$ cat src/rtl/bppd_pkg.sv
`timescale 1ns / 1ps
// ----------------------------------------------------------------------------
// bppd_pkg
// Shared types and constants of the two-beam passage direction detector.
// ----------------------------------------------------------------------------
package bppd_pkg;

    localparam int SAMPLE_BITS = 12;
    localparam int TIME_BITS   = 32;
    localparam int LEVEL_BITS  = 12;
    localparam int MS_BITS     = 16;
    localparam int CFG_IDX_BITS  = 3;
    localparam int CFG_DATA_BITS = 16;

    localparam logic [LEVEL_BITS-1:0] BLOCK_LEVEL_RST = LEVEL_BITS'(900);
    localparam logic [LEVEL_BITS-1:0] CLEAR_LEVEL_RST = LEVEL_BITS'(1200);
    localparam logic [MS_BITS-1:0]    DEBOUNCE_RST    = MS_BITS'(50);
    localparam logic [MS_BITS-1:0]    TIMEOUT_RST     = MS_BITS'(5000);

    typedef enum logic [CFG_IDX_BITS-1:0] {
        CFG_BEAM1_BLOCK = 3'd0,
        CFG_BEAM1_CLEAR = 3'd1,
        CFG_BEAM2_BLOCK = 3'd2,
        CFG_BEAM2_CLEAR = 3'd3,
        CFG_DEBOUNCE    = 3'd4,
        CFG_TIMEOUT     = 3'd5
    } cfg_index_t;

    typedef enum logic [2:0] {
        EV_NONE      = 3'd0,
        EV_BOTH      = 3'd1,
        EV_ENTRY_REQ = 3'd2,
        EV_EXIT_REQ  = 3'd3,
        EV_ENTRY_OK  = 3'd4,
        EV_TAILGATE  = 3'd5,
        EV_DONE      = 3'd6,
        EV_CANCEL    = 3'd7
    } event_t;

    typedef enum logic [3:0] {
        PH_IDLE    = 4'd0,
        PH_ENT_W1C = 4'd1,
        PH_ENT_W2B = 4'd2,
        PH_ENT_W2C = 4'd3,
        PH_EXT_W2C = 4'd4,
        PH_EXT_W1B = 4'd5,
        PH_EXT_W1C = 4'd6,
        PH_SIMUL   = 4'd7,
        PH_TAIL    = 4'd8
    } phase_t;

    typedef struct packed {
        logic [SAMPLE_BITS-1:0] beam1_sample;
        logic [SAMPLE_BITS-1:0] beam2_sample;
        logic                   samples_ok;
        logic [TIME_BITS-1:0]   now_ms;
    } in_item_t;

    typedef struct packed {
        event_t event_code;
        logic   path_clear;
        logic   beam1_blocked;
        logic   beam2_blocked;
    } out_item_t;

    // per-beam status handed from a lane to the sequencer
    typedef struct packed {
        logic stable;
        logic next;
    } lane_status_t;

endpackage

$ cat src/rtl/bppd_beam_lane.sv
`timescale 1ns / 1ps
// ----------------------------------------------------------------------------
// bppd_beam_lane
// One beam: hysteresis against the stable state, then time debounce with a
// candidate state and the time it was first seen.
// ----------------------------------------------------------------------------
module bppd_beam_lane
    import bppd_pkg::*;
(
    input  logic                   aclk,
    input  logic                   aresetn,
    input  logic                   en,
    input  logic [SAMPLE_BITS-1:0] sample,
    input  logic [TIME_BITS-1:0]   now_ms,
    input  logic [LEVEL_BITS-1:0]  block_level,
    input  logic [LEVEL_BITS-1:0]  clear_level,
    input  logic [MS_BITS-1:0]     debounce_ms,
    output lane_status_t           status
);

    logic                 stable_reg, stable_next;
    logic                 cand_reg, cand_next;
    logic [TIME_BITS-1:0] since_reg, since_next;
    logic                 measured;
    logic [TIME_BITS-1:0] elapsed;

    always_comb begin
        if (stable_reg) begin
            measured = !(SAMPLE_BITS'(sample) >= SAMPLE_BITS'(clear_level));
        end else begin
            measured = SAMPLE_BITS'(sample) <= SAMPLE_BITS'(block_level);
        end
        elapsed     = now_ms - since_reg;
        cand_next   = cand_reg;
        since_next  = since_reg;
        stable_next = stable_reg;
        if (measured == stable_reg) begin
            cand_next  = stable_reg;
            since_next = now_ms;
        end else if (measured != cand_reg) begin
            cand_next  = measured;
            since_next = now_ms;
        end else if (elapsed >= TIME_BITS'(debounce_ms)) begin
            stable_next = measured;
        end
    end

    always_ff @(posedge aclk) begin
        if (!aresetn) begin
            stable_reg <= 1'b0;
            cand_reg   <= 1'b0;
            since_reg  <= '0;
        end else if (en) begin
            stable_reg <= stable_next;
            cand_reg   <= cand_next;
            since_reg  <= since_next;
        end
    end

    assign status.stable = stable_reg;
    assign status.next   = stable_next;

endmodule

$ cat src/rtl/bppd_sequencer.sv
`timescale 1ns / 1ps
// ----------------------------------------------------------------------------
// bppd_sequencer
// Merges both lanes: stable edges drive the passage phase machine, with a
// timeout on incomplete sequences.
// ----------------------------------------------------------------------------
module bppd_sequencer
    import bppd_pkg::*;
(
    input  logic                 aclk,
    input  logic                 aresetn,
    input  logic                 en,
    input  logic [TIME_BITS-1:0] now_ms,
    input  logic [MS_BITS-1:0]   timeout_ms,
    input  lane_status_t         lane1,
    input  lane_status_t         lane2,
    output event_t               event_code
);

    phase_t               phase_reg, phase_next;
    logic [TIME_BITS-1:0] start_reg, start_next;
    logic                 b1, b2, blk1, clr1, blk2, both_clear;
    logic                 start_set, timed_out, waiting;
    logic [TIME_BITS-1:0] elapsed;
    event_t               ev;

    assign b1         = lane1.next;
    assign b2         = lane2.next;
    assign blk1       = !lane1.stable && b1;
    assign clr1       = lane1.stable && !b1;
    assign blk2       = !lane2.stable && b2;
    assign both_clear = !b1 && !b2;
    assign elapsed    = now_ms - start_reg;

    always_comb begin
        phase_next = phase_reg;
        start_next = start_reg;
        start_set  = 1'b0;
        ev         = EV_NONE;
        unique case (phase_reg)
            PH_IDLE: begin
                if (blk1 && blk2) begin
                    phase_next = PH_SIMUL;
                    ev         = EV_BOTH;
                end else if (blk1) begin
                    phase_next = PH_ENT_W1C;
                    start_set  = 1'b1;
                    ev         = EV_ENTRY_REQ;
                end else if (blk2) begin
                    phase_next = PH_EXT_W2C;
                    start_set  = 1'b1;
                    ev         = EV_EXIT_REQ;
                end
            end
            PH_ENT_W1C: begin
                if (blk2 && b1) begin
                    phase_next = PH_SIMUL;
                    ev         = EV_BOTH;
                end else if (blk2) begin
                    phase_next = PH_ENT_W2C;
                    ev         = EV_ENTRY_OK;
                end else if (clr1) begin
                    phase_next = PH_ENT_W2B;
                end
            end
            PH_ENT_W2B: begin
                if (blk2 && b1) begin
                    phase_next = PH_TAIL;
                    ev         = EV_TAILGATE;
                end else if (blk2) begin
                    phase_next = PH_ENT_W2C;
                    ev         = EV_ENTRY_OK;
                end
            end
            PH_ENT_W2C: begin
                if (blk1) begin
                    phase_next = PH_TAIL;
                    ev         = EV_TAILGATE;
                end else if (both_clear) begin
                    phase_next = PH_IDLE;
                    start_next = '0;
                    ev         = EV_DONE;
                end
            end
            PH_EXT_W2C: begin
                if (blk1 && b2) begin
                    phase_next = PH_SIMUL;
                    ev         = EV_BOTH;
                end else if (blk1) begin
                    phase_next = PH_EXT_W1C;
                end else if (lane2.stable && !b2) begin
                    phase_next = PH_EXT_W1B;
                end
            end
            PH_EXT_W1B: begin
                if (blk1) begin
                    phase_next = PH_EXT_W1C;
                end
            end
            PH_EXT_W1C: begin
                if (both_clear) begin
                    phase_next = PH_IDLE;
                    start_next = '0;
                    ev         = EV_DONE;
                end
            end
            PH_SIMUL: begin
                if (both_clear) begin
                    phase_next = PH_IDLE;
                    start_next = '0;
                    ev         = EV_CANCEL;
                end
            end
            PH_TAIL: begin
                if (both_clear) begin
                    phase_next = PH_IDLE;
                    start_next = '0;
                end
            end
            default: begin
                phase_next = PH_IDLE;
                start_next = '0;
            end
        endcase

        if (start_set) begin
            start_next = now_ms;
            timed_out  = (timeout_ms == '0);
        end else begin
            timed_out  = elapsed >= TIME_BITS'(timeout_ms);
        end

        waiting = (phase_next == PH_ENT_W1C) || (phase_next == PH_ENT_W2B) ||
                  (phase_next == PH_EXT_W2C) || (phase_next == PH_EXT_W1B);
        if (waiting && timed_out) begin
            phase_next = PH_IDLE;
            start_next = '0;
            ev         = EV_CANCEL;
        end
    end

    always_ff @(posedge aclk) begin
        if (!aresetn) begin
            phase_reg <= PH_IDLE;
            start_reg <= '0;
        end else if (en) begin
            phase_reg <= phase_next;
            start_reg <= start_next;
        end
    end

    assign event_code = en ? ev : EV_NONE;

    a_req_from_idle: assert property (@(posedge aclk) disable iff (!aresetn)
        (en && (ev == EV_ENTRY_REQ || ev == EV_EXIT_REQ)) |-> (phase_reg == PH_IDLE))
        else $error("request event outside idle phase");

    a_done_to_idle: assert property (@(posedge aclk) disable iff (!aresetn)
        (en && (ev == EV_DONE || ev == EV_CANCEL)) |=> (phase_reg == PH_IDLE))
        else $error("sequence not closed after done or cancel");

endmodule

$ cat src/rtl/beam_pair_passage_direction_detector_unit.sv
`timescale 1ns / 1ps
// ----------------------------------------------------------------------------
// beam_pair_passage_direction_detector_unit
// Two-beam passage direction detector: per-beam lanes plus phase sequencer.
// ----------------------------------------------------------------------------
// Takes one poll per clock cycle while m_ready is high and returns one result
// beat per poll, in the cycle after the poll is accepted. Both beam lanes and
// the sequencer update in the same cycle, so the rate is set by the path of a
// 12-bit threshold compare, a 32-bit elapsed-time compare and the phase
// decode. The result register frees on the cycle it is taken, so polls stream
// without gaps while the consumer keeps m_ready high. Configuration writes are
// taken in every cycle; write them only while no poll is in flight.
// ----------------------------------------------------------------------------
module beam_pair_passage_direction_detector_unit
    import bppd_pkg::*;
(
    input  logic                     aclk,
    input  logic                     aresetn,
    input  logic                     s_valid,
    output logic                     s_ready,
    input  in_item_t                 s_data,
    output logic                     m_valid,
    input  logic                     m_ready,
    output out_item_t                m_data,
    input  logic                     cfg_valid,
    output logic                     cfg_ready,
    input  logic [CFG_IDX_BITS-1:0]  cfg_index,
    input  logic [CFG_DATA_BITS-1:0] cfg_data
);

    logic [LEVEL_BITS-1:0] b1_block_reg, b1_clear_reg, b2_block_reg, b2_clear_reg;
    logic [MS_BITS-1:0]    debounce_reg, timeout_reg;
    logic                  out_valid_reg;
    out_item_t             out_data_reg, out_data_next;
    logic                  accept, step;
    lane_status_t          lane1, lane2;
    event_t                ev;
    logic                  b1, b2;

    assign cfg_ready = 1'b1;
    assign s_ready   = !out_valid_reg || m_ready;
    assign accept    = s_valid && s_ready;
    assign step      = accept && s_data.samples_ok;

    always_ff @(posedge aclk) begin
        if (!aresetn) begin
            b1_block_reg <= BLOCK_LEVEL_RST;
            b1_clear_reg <= CLEAR_LEVEL_RST;
            b2_block_reg <= BLOCK_LEVEL_RST;
            b2_clear_reg <= CLEAR_LEVEL_RST;
            debounce_reg <= DEBOUNCE_RST;
            timeout_reg  <= TIMEOUT_RST;
        end else if (cfg_valid) begin
            unique case (cfg_index)
                CFG_BEAM1_BLOCK: b1_block_reg <= cfg_data[LEVEL_BITS-1:0];
                CFG_BEAM1_CLEAR: b1_clear_reg <= cfg_data[LEVEL_BITS-1:0];
                CFG_BEAM2_BLOCK: b2_block_reg <= cfg_data[LEVEL_BITS-1:0];
                CFG_BEAM2_CLEAR: b2_clear_reg <= cfg_data[LEVEL_BITS-1:0];
                CFG_DEBOUNCE:    debounce_reg <= cfg_data[MS_BITS-1:0];
                CFG_TIMEOUT:     timeout_reg  <= cfg_data[MS_BITS-1:0];
                default: ;
            endcase
        end
    end

    bppd_beam_lane u_lane1 (
        .aclk        (aclk),
        .aresetn     (aresetn),
        .en          (step),
        .sample      (s_data.beam1_sample),
        .now_ms      (s_data.now_ms),
        .block_level (b1_block_reg),
        .clear_level (b1_clear_reg),
        .debounce_ms (debounce_reg),
        .status      (lane1)
    );

    bppd_beam_lane u_lane2 (
        .aclk        (aclk),
        .aresetn     (aresetn),
        .en          (step),
        .sample      (s_data.beam2_sample),
        .now_ms      (s_data.now_ms),
        .block_level (b2_block_reg),
        .clear_level (b2_clear_reg),
        .debounce_ms (debounce_reg),
        .status      (lane2)
    );

    bppd_sequencer u_seq (
        .aclk       (aclk),
        .aresetn    (aresetn),
        .en         (step),
        .now_ms     (s_data.now_ms),
        .timeout_ms (timeout_reg),
        .lane1      (lane1),
        .lane2      (lane2),
        .event_code (ev)
    );

    assign b1 = s_data.samples_ok ? lane1.next : lane1.stable;
    assign b2 = s_data.samples_ok ? lane2.next : lane2.stable;

    always_comb begin
        out_data_next.event_code    = ev;
        out_data_next.path_clear    = !b1 && !b2;
        out_data_next.beam1_blocked = b1;
        out_data_next.beam2_blocked = b2;
    end

    always_ff @(posedge aclk) begin
        if (!aresetn) begin
            out_valid_reg <= 1'b0;
        end else if (accept) begin
            out_valid_reg <= 1'b1;
        end else if (m_ready) begin
            out_valid_reg <= 1'b0;
        end
    end

    always_ff @(posedge aclk) begin
        if (accept) begin
            out_data_reg <= out_data_next;
        end
    end

    assign m_valid = out_valid_reg;
    assign m_data  = out_data_reg;

    a_failed_poll_quiet: assert property (@(posedge aclk) disable iff (!aresetn)
        (accept && !s_data.samples_ok) |=> (m_data.event_code == EV_NONE))
        else $error("failed poll reported an event");

    a_beat_follows_poll: assert property (@(posedge aclk) disable iff (!aresetn)
        accept |=> m_valid)
        else $error("accepted poll produced no result beat");

    a_state_held_on_fail: assert property (@(posedge aclk) disable iff (!aresetn)
        (accept && !s_data.samples_ok) |=>
            (lane1.stable == $past(lane1.stable)) && (lane2.stable == $past(lane2.stable)))
        else $error("beam state changed on failed poll");

endmodule

$ cat config.mk
export PLATFORM = sky130hd
export DESIGN_NAME = beam_pair_passage_direction_detector_unit
export DESIGN_NICKNAME = d
export VERILOG_FILES = /design/src/rtl/bppd_pkg.sv /design/src/rtl/bppd_beam_lane.sv /design/src/rtl/bppd_sequencer.sv /design/src/rtl/beam_pair_passage_direction_detector_unit.sv
export SDC_FILE = /design/constraint.sdc
export NUM_CORES = 1
export LEC_CHECK = 0
export ABC_AREA = 1
export BUFFER_PORTS_ARGS = -buffer_cell sky130_fd_sc_hd__buf_2
export CAP_MARGIN = 20
export CELL_PAD_IN_SITES_DETAIL_PLACEMENT = 0
export CELL_PAD_IN_SITES_GLOBAL_PLACEMENT = 1
export CORE_ASPECT_RATIO = 0.8
export CORE_MARGIN = 2
export CORE_UTILIZATION = 25
export DETAILED_ROUTE_END_ITERATION = 8
export PLACE_DENSITY = 0.57
export SKIP_LAST_GASP = 1
export SYNTH_ARGS = -nofsm -noshare
export SYNTH_HDL_FRONTEND = slang
export SYNTH_SLANG_ARGS = --single-unit
$ cat constraint.sdc
create_clock -name aclk -period 3.8 [get_ports aclk]
set_clock_uncertainty 0.15 [all_clocks]
set_input_delay 0.19 -clock aclk [delete_from_list [all_inputs] [get_ports aclk]]
set_output_delay 0.19 -clock aclk [all_outputs]
set_load 0.1 [all_outputs]
==> metrics.txt, run 1 <==
top cells by area in the synthesized netlist sky130_fd_sc_hd__dfxtp_1 (22%), sky130_fd_sc_hd__nand2_1 (16%), sky130_fd_sc_hd__ha_1 (14%); via count around 18000; final hold slack around 0.030 ns; x dimension of the die 292 um; TritonCTS Sinks 191; most used standard cell by instance count after synthesis sky130_fd_sc_hd__nand2_1; Yosys reg bits 191; leading post-synthesis cells by instance count sky130_fd_sc_hd__nand2_1 (686), sky130_fd_sc_hd__inv_1 (494), sky130_fd_sc_hd__a21oi_1 (276); Hold WC Path Type primary input to flop; GR Util All Layers 18.2%; CTS root buf sky130_fd_sc_hd__clkbuf_16; layout cell share with drive strength beyond 1 25.4%; required time of the critical path 3.88 ns; total of max-cap violations 0; via count of the first global-routing pass 17548; transition time of the tightest slew-check pin 0.766 ns; area of the core 65700 um2; wire length after detailed routing 62.8 mm; internal power component 4750 uW; post-detailed-route count of antenna-violating nets 0; final-layout fill cell count 7074; number of enable-type register cells in the synthesized netlist 6; setup repair after global routing missed its margin true; synthesized area divided by synthesized cell count 6.16 um2; first-pass GRT wire length 95.9 mm; largest voltage drop on the vdd net about 0.42 mV; switching part of the total power about two fifths; CP startpoint kind flop; slowest stage cell on the critical path sky130_fd_sc_hd__dfxtp_2; Port Buffer Count 88; Routed WL per cell 15.4 um; GPL Wtd Cong ~0.86; layout net count 3476; portion of synthesized cell area occupied by the leading cell type between 20 and 25%; library cell appearing most often on the critical path sky130_fd_sc_hd__nand2_1; Final Hold Viols 0; switching power 3040 uW; max-slew violation total from the final report 0; critical path class flop to flop; Slew HR 48.8%; top cell type by total area after synthesis sky130_fd_sc_hd__dfxtp_1; number of DRC violations after detailed-routing iteration 0 931; Worst path max stage delay 0.33 ns; clock latency of the later-clocked register in the worst-skew pair 0.50 ns; Power Density 335 nW/um2; antenna violations before repair 1; Reg power frac 28.1%; effective utilization at floorplan roughly 25%; combinational share of power just under 50%; Post-Syn Instances around 2700; Synth Cell Area 16600 um2; Cell variety after synth 49; Setup violations, final 39; placement-stage cell area 21200 um2; leakage power summed over all cells 0.0115 uW; clock network fraction of total power between 20% and 30%; CTS tree done; maximum frequency from static timing analysis between 0.2 and 0.25 GHz; final critical-path required period 4.56 ns; first-pass detailed-route iteration total 5; violated checks negative setup slack; worst-path fanout max 7; overflow left after global routing 0; post-detailed-route DRC marker count 0; Site Rows 84; floorplan die height 234 um; post-synthesis to final-layout area growth 39.9%; Final Worst Setup Slack -0.765 ns; data arrival time at the worst-slack endpoint ~4.6 ns; status complete, but fails checks; CTS clock-pin slew for the worst setup and hold paths 0.08 ns; capturing element type of the critical path flop; largest buffer count on any clock path 2; design area 23200 um2; final HPWL from detailed placement 50.1 mm; floorplan die area 68500 um2; post-route fraction of the period consumed by the critical path 120%; primary flip-flop cell chosen by synthesis mapping sky130_fd_sc_hd__dfxtp_1; largest net degree at the start of global routing between 60 and 70; number of warnings issued by yosys 0; post-synth net total 2969; vias per inst 4.51; count of H-tree levels built during CTS 4; post-synthesis sequential area ratio 23.4%; Num CTS Buffers 17; sum of internal, switching and leakage power 7790 uW; number of top-level pins 90; async set-reset flop share out of synthesis 0%; post-route core utilization a little over a third
[cells in the final DEF (no fill, tap or decap), types with 20 or more instances in the layout]
master / synthesis / layout
sky130_fd_sc_hd__a21oi_1: 276 / 259
sky130_fd_sc_hd__buf_2: 9 / 87
sky130_fd_sc_hd__buf_4: 1 / 416
sky130_fd_sc_hd__clkbuf_16: 0 / 20
sky130_fd_sc_hd__dfxtp_1: 185 / 172
sky130_fd_sc_hd__dlygate4sd3_1: 0 / 26
sky130_fd_sc_hd__ha_1: 189 / 158
sky130_fd_sc_hd__ha_4: 0 / 30
sky130_fd_sc_hd__inv_1: 494 / 465
sky130_fd_sc_hd__inv_2: 14 / 44
sky130_fd_sc_hd__nand2_1: 686 / 611
sky130_fd_sc_hd__nand2_2: 11 / 63
sky130_fd_sc_hd__nand2_4: 2 / 23
sky130_fd_sc_hd__nand3_1: 112 / 97
sky130_fd_sc_hd__nand4_1: 26 / 26
sky130_fd_sc_hd__nor2_1: 263 / 245
sky130_fd_sc_hd__nor3_1: 28 / 22
sky130_fd_sc_hd__o211ai_1: 26 / 26
sky130_fd_sc_hd__o21ai_0: 160 / 159
sky130_fd_sc_hd__xor2_1: 46 / 41
[metrics by stage]
step	TNS, ns	worst slack, ns	cells
after CTS	-29.14	-0.788	4047
final	-26.99	-0.765	4075
after global placement	-46.95	-1.25	3979
after detailed placement	-45.80	-1.22	3979
after global routing	-39.34	-1.05	4074
after floorplan	-2.57	-0.139	2696
[power groups by stage]
stage	combinational [uW]	clock (uW)	sequential [uW]
after floorplan	1910	0	2260
after global placement	3330	0	2230
after detailed placement	3370	0	2230
after CTS	3480	1900	2180
after global routing	4210	1970	2200
final	3770	1830	2190
[worst max-delay path: cells and delay by family (launching register included)]
kind / cells / cell delay, ns
AOI/OAI and AO/OA: 3 / 0.52
xor gates and xnor gates: 1 / 0.17
adders and majority gates: 2 / 0.58
buffers and inverters: 4 / 0.40
DFF: 1 / 0.33
and+or+nand+nor: 24 / 2.13
[layer usage]
| layer | wire, um | track usage (%) | vias to the layer above |
|---|---|---|---|
| met5 | 0 | 0 | - |
| met4 | 748 | 3.66 | 0 |
| met3 | 2240 | 2.34 | 39 |
| met2 | 26800 | 28.1 | 269 |
| met1 | 33000 | 26.8 | 8477 |
| li1 | - | - | 9612 |
[worst paths after layout]
path,start,end,slack (ns),cells past startpoint
max reg2reg,u_lane2.since_reg[4],m_data[5],-0.76,34
min,aresetn,b2_block_reg[7],0.03,2
min reg2reg,u_lane1.since_reg[18],u_lane1.since_reg[18],0.31,2
max,u_lane2.since_reg[4],m_data[5],-0.76,34
[area by class of cell]
| class | instances | area (um2) | area share [%] |
|---|---|---|---|
| flip-flops and latches | 191 | 3910 | 16.8 |
| diodes | 1 | 2.50 | 0.0108 |
| multi-input cells | 1932 | 11600 | 50.0 |
| inverters | 511 | 1920 | 8.27 |
| well taps | 860 | 1080 | 4.63 |
| repair buffers | 550 | 4160 | 17.9 |
| clock buffers | 20 | 447 | 1.92 |
| clock inverters | 10 | 104 | 0.447 |
[repair_timing]
action	CTS	global route
setup endpoints to repair	43	44
pin swaps	11	100
cloned	1	5
hold buffers	26	0
buffers inserted	11	22
resized for setup	32	210
hold endpoints to repair	86	0
[cells by family after synthesis]
kind of cell | share of synthesized area [%]
AO/OA/AOI/OAI | 16.6
XOR/XNOR | 3.38
adder cells (fa/ha/maj) | 14.6
buffers and inverters | 13.2
flip-flops | 23.4
other | 0.0226
AND/OR/NAND/NOR | 28.7
Note: power is estimated with default switching activity, not from simulation.
==> run 2: changes to the inputs <==
--- a/config.mk
+++ b/config.mk
@@ -7,15 +7,16 @@
 export LEC_CHECK = 0
 export ABC_AREA = 1
 export BUFFER_PORTS_ARGS = -buffer_cell sky130_fd_sc_hd__buf_2
-export CAP_MARGIN = 20
 export CELL_PAD_IN_SITES_DETAIL_PLACEMENT = 0
 export CELL_PAD_IN_SITES_GLOBAL_PLACEMENT = 1
 export CORE_ASPECT_RATIO = 0.8
 export CORE_MARGIN = 2
 export CORE_UTILIZATION = 25
 export DETAILED_ROUTE_END_ITERATION = 8
+export GPL_ROUTABILITY_DRIVEN = 0
 export PLACE_DENSITY = 0.57
 export SKIP_LAST_GASP = 1
 export SYNTH_ARGS = -nofsm -noshare
 export SYNTH_HDL_FRONTEND = slang
+export SYNTH_HIERARCHICAL = 1
 export SYNTH_SLANG_ARGS = --single-unit
==> metrics.txt, run 2 <==
Top delay family on crit path simple AND/OR/NAND/NOR gates; most common library cell in the layout ignoring fill and taps sky130_fd_sc_hd__nand2_1; violated checks negative setup slack; layout net count 4004; sum of buffers and inverters on the critical path 9; leading post-synthesis cells by instance count sky130_fd_sc_hd__nand2_1 (989), sky130_fd_sc_hd__inv_1 (638), sky130_fd_sc_hd__nor2_1 (436); via count of the first global-routing pass between 15000 and 20000; CTS clock-pin slew for the worst setup and hold paths 0.08 ns; first-pass GRT wire length 110 mm; most used standard cell by instance count after synthesis sky130_fd_sc_hd__nand2_1; post-synth net total ~3500; leakage power summed over all cells 0.0134 uW; required time of the critical path 4.08 ns; area of the core ~75000 um2; worst-path fanout max 8; CP startpoint kind flop; floorplan die area around 78000 um2; count of H-tree levels built during CTS 4; top cell type by total area after synthesis sky130_fd_sc_hd__nand2_1; total instance count after detailed placement 4666; Synth Area in XOR/XNOR 2.17%; post-route fraction of the period consumed by the critical path 132%; CTS root buf sky130_fd_sc_hd__clkbuf_16; post-synthesis to final-layout area growth 35.9%; Synth Cell Area roughly 19000 um2; x dimension of the die 312 um; Setup violations, final 39; antenna violations before repair 1; Hold WC Path Type primary input to flop; library cell appearing most often on the critical path sky130_fd_sc_hd__nand2_1; wire length after detailed routing between 70 and 80 mm; final-layout fill cell count 8516; critical path class flop to flop; overflow left after global routing 0; portion of synthesized cell area occupied by the leading cell type 19.6%; slowest stage cell on the critical path sky130_fd_sc_hd__dfxtp_2; sum of internal, switching and leakage power just under 10000 uW; largest buffer count on any clock path 2; transition time of the tightest slew-check pin 0.922 ns; Cell variety after synth 55; clock network fraction of total power approximately a fifth; number of warnings issued by yosys 6; async set-reset flop share out of synthesis 0%; post-detailed-route count of antenna-violating nets 0; switching part of the total power 43.6%; Routed WL per cell 15.2 um; top cells by area in the synthesized netlist sky130_fd_sc_hd__nand2_1 (20%), sky130_fd_sc_hd__dfxtp_1 (20%), sky130_fd_sc_hd__inv_1 (13%); Num CTS Buffers 17; Reg power frac 23.7%; multiplexer share of the synthesized area 0%; adder-cell share of the synthesized area 12.9%; combinational share of power roughly 57%; Port Buffer Count slightly below 90; final non-filler cell total around 4800; final antenna diode count 0; largest family of logic cells by synthesized area simple AND/OR/NAND/NOR gates; max-slew violation total from the final report 0; Total Negative Setup Slacks -45.21 ns; data arrival time at the worst-slack endpoint 5.31 ns; Final Hold Viols 0; number of top-level pins 90; synthesized area divided by synthesized cell count 5.84 um2; TritonCTS Sinks 191; number of DRC violations after detailed-routing iteration 0 1161; Yosys reg bits between 150 and 200; fraction of the mapped netlist area in compound gates roughly 8%; maximum frequency from static timing analysis 0.199 GHz; primary flip-flop cell chosen by synthesis mapping sky130_fd_sc_hd__dfxtp_1; Final Worst Setup Slack -1.22 ns; simple-gate share of the synthesized area 40.9%; status complete, but fails checks; via count 20282; layout cell share with drive strength beyond 1 about a quarter; total of max-cap violations 0; switching power 4190 uW; final critical-path required period approximately 5.0 ns; final HPWL from detailed placement 58.5 mm; floorplan die height about 250 um; clock latency of the later-clocked register in the worst-skew pair 0.51 ns; setup repair after global routing missed its margin true; most frequent cells in the layout sky130_fd_sc_hd__nand2_1 (933), sky130_fd_sc_hd__inv_1 (608), sky130_fd_sc_hd__nor2_1 (420), sky130_fd_sc_hd__buf_4 (412), sky130_fd_sc_hd__nand3_1 (167); CTS tree done; GR Util All Layers 18.4%; post-synthesis sequential area ratio 20.5%; effective utilization at floorplan between 20 and 30%; largest voltage drop on the vdd net 0.292 mV; vias per inst 4.27; worst setup slack after placement -1.45 ns; number of enable-type register cells in the synthesized netlist 6; Slew HR 38.3%; internal power component 5420 uW; Worst path max stage delay 0.32 ns; Power Density 374 nW/um2; Site Rows 90; post-detailed-route DRC marker count 0; largest net degree at the start of global routing 111; capturing element type of the critical path flop; Post-Syn Instances 3242; first-pass detailed-route iteration total 6
run 2: cell count changes after synthesis, sizes merged, moves of 10 or more:
cell	before	now
nand2	699	1025
nor2	268	472
a21oi	276	127
inv	508	657
nand3	115	211
o21ai	163	94
buf	13	49
clkbuf	50	26
xnor2	18	5
o211ai	26	36
run 2: path summary, 6_finish.rpt:
| path | start | to | slack, ns | cells past startpoint |
|---|---|---|---|---|
| max | u_lane1/since_reg[9] | u_seq/start_reg[9] | -1.22 | 39 |
| min | cfg_index[0] | b2_block_reg[4] | 0.03 | 5 |
| max reg2reg | u_lane1/since_reg[9] | u_seq/start_reg[9] | -1.22 | 39 |
| min reg2reg | u_lane2/since_reg[6] | u_lane2/since_reg[6] | 0.32 | 2 |
run 2: area by class of cell:
type / count / area (um2) / area share [%]
timing repair buffer: 544 / 4140 / 16.1
tap: 1012 / 1270 / 4.92
clock inverter: 13 / 124 / 0.481
clock buffer: 19 / 453 / 1.76
inverter: 660 / 2490 / 9.67
sequential: 191 / 3910 / 15.2
multi-input combinational: 2316 / 13400 / 51.9
run 2: logic make-up (layout without fill, tap and decap cells):
group / after synthesis / count (layout)
adders and majority gates: 193 / 193
xor gates and xnor gates: 47 / 47
DFF: 191 / 191
other: 1 / 1
buffers and inverters: 735 / 1236
and+or+nand+nor: 1799 / 1799
AOI/OAI and AO/OA: 276 / 276
run 2: worst register-to-register path: cells and delay by family (launching register included):
kind                       cells  cell delay (ns)
buffers and inverters          9             1.14
xor gates and xnor gates       1             0.16
AOI/OAI and AO/OA              5             0.61
and+or+nand+nor               22             2.02
adders and majority gates      2             0.55
DFF                            1             0.32
run 2: through the flow:
step                utilization (%)  area (um2)  hold slack (ns)
floorplan                         -       19400            0.153
global placement               31.6       23700            0.296
detailed placement             31.6       23700            0.290
CTS                            33.4       25100          0.00219
global route                   34.2       25700           0.0497
finish                         34.2       25700           0.0297
run 2: per-layer routing:
metal / global-route usage (%) / part of all wire (%) / up-vias
li1: - / - / 10908
met3: 2.24 / 2.6 / 32
met2: 27.6 / 42 / 201
met5: 0 / 0 / -
met4: 3.17 / 0.94 / 0
met1: 28.1 / 55 / 9141
run 2: repair_timing:
action,4_1_cts,5_1_grt
endpoints found under the setup margin,39,42
gates cloned,2,2
resized for setup,92,139
setup buffers,16,14
hold buffers,24,0
endpoints found under the hold margin,50,0
pin swaps,26,92
run 2: power by group through the flow:
stage                     registers [uW]  logic (uW)  clock network (uW)
after floorplan                     2350        2980                   0
after CTS                           2280        5220                1930
after global placement              2320        4930                   0
after global routing                2300        6080                2000
final                               2280        5470                1860
after detailed placement            2320        4920                   0
==> run 3: changes to the inputs <==
--- a/config.mk
+++ b/config.mk
@@ -5,16 +5,17 @@
 export SDC_FILE = /design/constraint.sdc
 export NUM_CORES = 1
 export LEC_CHECK = 0
-export ABC_AREA = 1
 export BUFFER_PORTS_ARGS = -buffer_cell sky130_fd_sc_hd__buf_2
 export CELL_PAD_IN_SITES_DETAIL_PLACEMENT = 0
 export CELL_PAD_IN_SITES_GLOBAL_PLACEMENT = 1
 export CORE_ASPECT_RATIO = 0.8
 export CORE_MARGIN = 2
 export CORE_UTILIZATION = 25
+export CTS_BUF_LIST = sky130_fd_sc_hd__clkbuf_4
 export DETAILED_ROUTE_END_ITERATION = 8
 export GPL_ROUTABILITY_DRIVEN = 0
-export PLACE_DENSITY = 0.57
+export PLACE_DENSITY = 0.54
+export SKIP_CTS_REPAIR_TIMING = 1
 export SKIP_LAST_GASP = 1
 export SYNTH_ARGS = -nofsm -noshare
 export SYNTH_HDL_FRONTEND = slang
==> metrics.txt, run 3 <==
first-pass detailed-route iteration total 6; Worst path max stage delay 0.39 ns; Power Density between 200 and 300 nW/um2; Synth Area in XOR/XNOR between 3 and 4%; post-synthesis sequential area ratio between 20% and 30%; primary flip-flop cell chosen by synthesis mapping sky130_fd_sc_hd__dfxtp_1; antenna violations before repair 3; Synth Cell Area 16700 um2; library cell appearing most often on the critical path sky130_fd_sc_hd__o2111ai_1; total of max-cap violations 0; x dimension of the die 293 um; largest buffer count on any clock path 2; top cell type by total area after synthesis sky130_fd_sc_hd__dfxtp_1; synthesized area divided by synthesized cell count 7.96 um2; Top delay family on crit path compound AO/OA/AOI/OAI gates; final hold slack 0.0655 ns; floorplan die height ~230 um; async set-reset flop share out of synthesis 0%; via count of the first global-routing pass 15942; number of warnings issued by yosys 6; sum of internal, switching and leakage power 5950 uW; fraction of the mapped netlist area in compound gates 21.3%; required time of the critical path 4.24 ns; Setup violations, final 44; number of enable-type register cells in the synthesized netlist 6; CTS root buf sky130_fd_sc_hd__clkbuf_4; effective utilization at floorplan ~25%; number of DRC violations after detailed-routing iteration 0 around 1100; first-pass GRT wire length about 90 mm; design area 22700 um2; overflow left after global routing 0; top cells by area in the synthesized netlist sky130_fd_sc_hd__dfxtp_1 (22%), sky130_fd_sc_hd__ha_1 (14%), sky130_fd_sc_hd__mux2i_1 (9.5%); clock network fraction of total power 21.6%; Num CTS Buffers 17; cell depth of the worst hold path 4; data arrival time at the worst-slack endpoint 6.80 ns; floorplan die area between 60000 and 70000 um2; critical hold path startpoint cfg_data[12]; switching part of the total power 39.2%; Reg power frac a little over a third; layout cell share with drive strength beyond 1 between 20% and 30%; vias per inst about 4.8; adder-cell share of the synthesized area 14.7%; TritonCTS Sinks approximately 190; capturing element type of the critical path flop; critical path class flop to flop; switching power 2330 uW; combinational share of power approximately 43%; Hold WC Path Type primary input to flop; post-synthesis to final-layout area growth 36.5%; maximum frequency from static timing analysis approximately 0.16 GHz; layout net count 2915; post-route fraction of the period consumed by the critical path 167%; worst-path fanout max 5; cell depth of the worst flop-to-flop path 32; wire length after detailed routing 60.7 mm; number of top-level pins 90; CP startpoint kind flop; Final Hold Viols 0; final HPWL from detailed placement 47.1 mm; final critical-path required period 6.36 ns; Total Negative Setup Slacks -98.47 ns; CTS tree done; most common library cell in the layout ignoring fill and taps sky130_fd_sc_hd__buf_4; Slew HR 33.0%; post-synth net total 2368; via count 16742; status complete, but fails checks; sum of buffers and inverters on the critical path 4; count of H-tree levels built during CTS 4; most used standard cell by instance count after synthesis sky130_fd_sc_hd__inv_1; GR Util All Layers 16.6%; internal power component 3620 uW; area of the core 65800 um2; Routed WL per cell 17.2 um; slowest stage cell on the critical path sky130_fd_sc_hd__a2111oi_1; Final Worst Setup Slack -2.56 ns; clock latency of the later-clocked register in the worst-skew pair 0.82 ns; worst flop-to-flop path startpoint u_lane2/since_reg[0]; destination of the worst register-to-register timing path m_data[4]; post-detailed-route count of antenna-violating nets 0; CTS clock-pin slew for the worst setup and hold paths 0.22 ns; Port Buffer Count 88; worst-case register-to-register setup slack -2.56 ns; max-slew violation total from the final report 0; worst setup slack after placement -2.67 ns; placement-stage cell area between 20000 and 25000 um2; violated checks negative setup slack; portion of synthesized cell area occupied by the leading cell type 22.2%; final-layout fill cell count 7005; multiplexer share of the synthesized area 9.70%; Cell variety after synth 95; largest voltage drop on the vdd net about 0.16 mV; leading post-synthesis cells by instance count sky130_fd_sc_hd__inv_1 (225), sky130_fd_sc_hd__nand2_1 (203), sky130_fd_sc_hd__ha_1 (190); largest family of logic cells by synthesized area compound AO/OA/AOI/OAI gates; setup repair after global routing missed its margin true; transition time of the tightest slew-check pin 1.00 ns; most frequent cells in the layout sky130_fd_sc_hd__buf_4 (460), sky130_fd_sc_hd__inv_1 (223), sky130_fd_sc_hd__nand2_1 (203), sky130_fd_sc_hd__ha_1 (182), sky130_fd_sc_hd__dfxtp_1 (181); post-detailed-route DRC marker count 0; terminating pin of the worst hold path timeout_reg[12]; Site Rows 84; Yosys reg bits 191; simple-gate share of the synthesized area 19.6%; leakage power summed over all cells 0.0103 uW; largest net degree at the start of global routing 68; Post-Syn Instances 2094
-- run 3: how the worst max path moves through the flow --
stage / slack [ns] / depth (start not counted) / start / endpoint
6_report: -2.56 / 32 / u_lane2/since_reg[0] / m_data[4]
5_1_grt: -2.93 / 33 / u_lane2/since_reg[1] / m_data[4]
4_1_cts: -2.65 / 33 / u_lane2/since_reg[0] / u_seq/start_reg[22]
3_5_place_dp: -2.67 / 35 / s_data[0] / u_seq/start_reg[1]
3_3_place_gp: -2.53 / 35 / s_data[0] / u_seq/start_reg[23]
2_1_floorplan: -2.07 / 32 / u_lane2/since_reg[1] / m_data[3]
-- run 3: cell type report --
type / instances / area [um2] / share of cell area, %
Antenna cell: 8 / 20.0 / 0.0880
Clock buffer: 17 / 128 / 0.561
Clock inverter: 15 / 183 / 0.803
Inverter: 225 / 847 / 3.73
Multi-Input combinational cell: 1576 / 11800 / 52.0
Sequential cell: 191 / 3890 / 17.1
Tap cell: 860 / 1080 / 4.73
Timing Repair Buffer: 630 / 4780 / 21.0
-- run 3: through the flow --
stage / std cells / utilization (%)
2_1_floorplan: 2094 / -
3_3_place_gp: 3403 / 32.4
3_5_place_dp: 3403 / 32.4
4_1_cts: 3435 / 32.9
5_1_grt: 3519 / 34.6
6_report: 3522 / 34.6
-- run 3: power by group through the flow --
stage,logic (uW),registers (uW),clock network [uW]
after floorplan,1330,2190,0
after global routing,2780,2150,1430
after detailed placement,2370,2170,0
final,2530,2130,1280
after CTS,2380,2130,1350
after global placement,2350,2170,0
-- run 3: worst register-to-register path: cells and delay by family, from the launching register on --
family	cells	cell delay [ns]
DFF	1	0.35
buffers and inverters	4	0.57
AOI/OAI and AO/OA	14	2.68
xor gates and xnor gates	1	0.14
adders and majority gates	3	0.65
and+or+nand+nor	10	1.61
-- run 3: layer usage --
| metal | GRT usage, % | up-vias | wire [um] |
|---|---|---|---|
| li1 | - | 8500 | - |
| met1 | 24.9 | 7908 | 32300 |
| met2 | 25.2 | 296 | 25100 |
| met3 | 2.01 | 36 | 2710 |
| met4 | 3.70 | 2 | 573 |
| met5 | 0 | - | 10 |
-- run 3: cells by family after synthesis --
group / after synthesis
AND/OR/NAND/NOR: 635
AO/OA/AOI/OAI: 526
buffers and inverters: 327
adder cells (fa/ha/maj): 194
flip-flops: 191
multiplexers: 161
XOR/XNOR: 59
other: 1
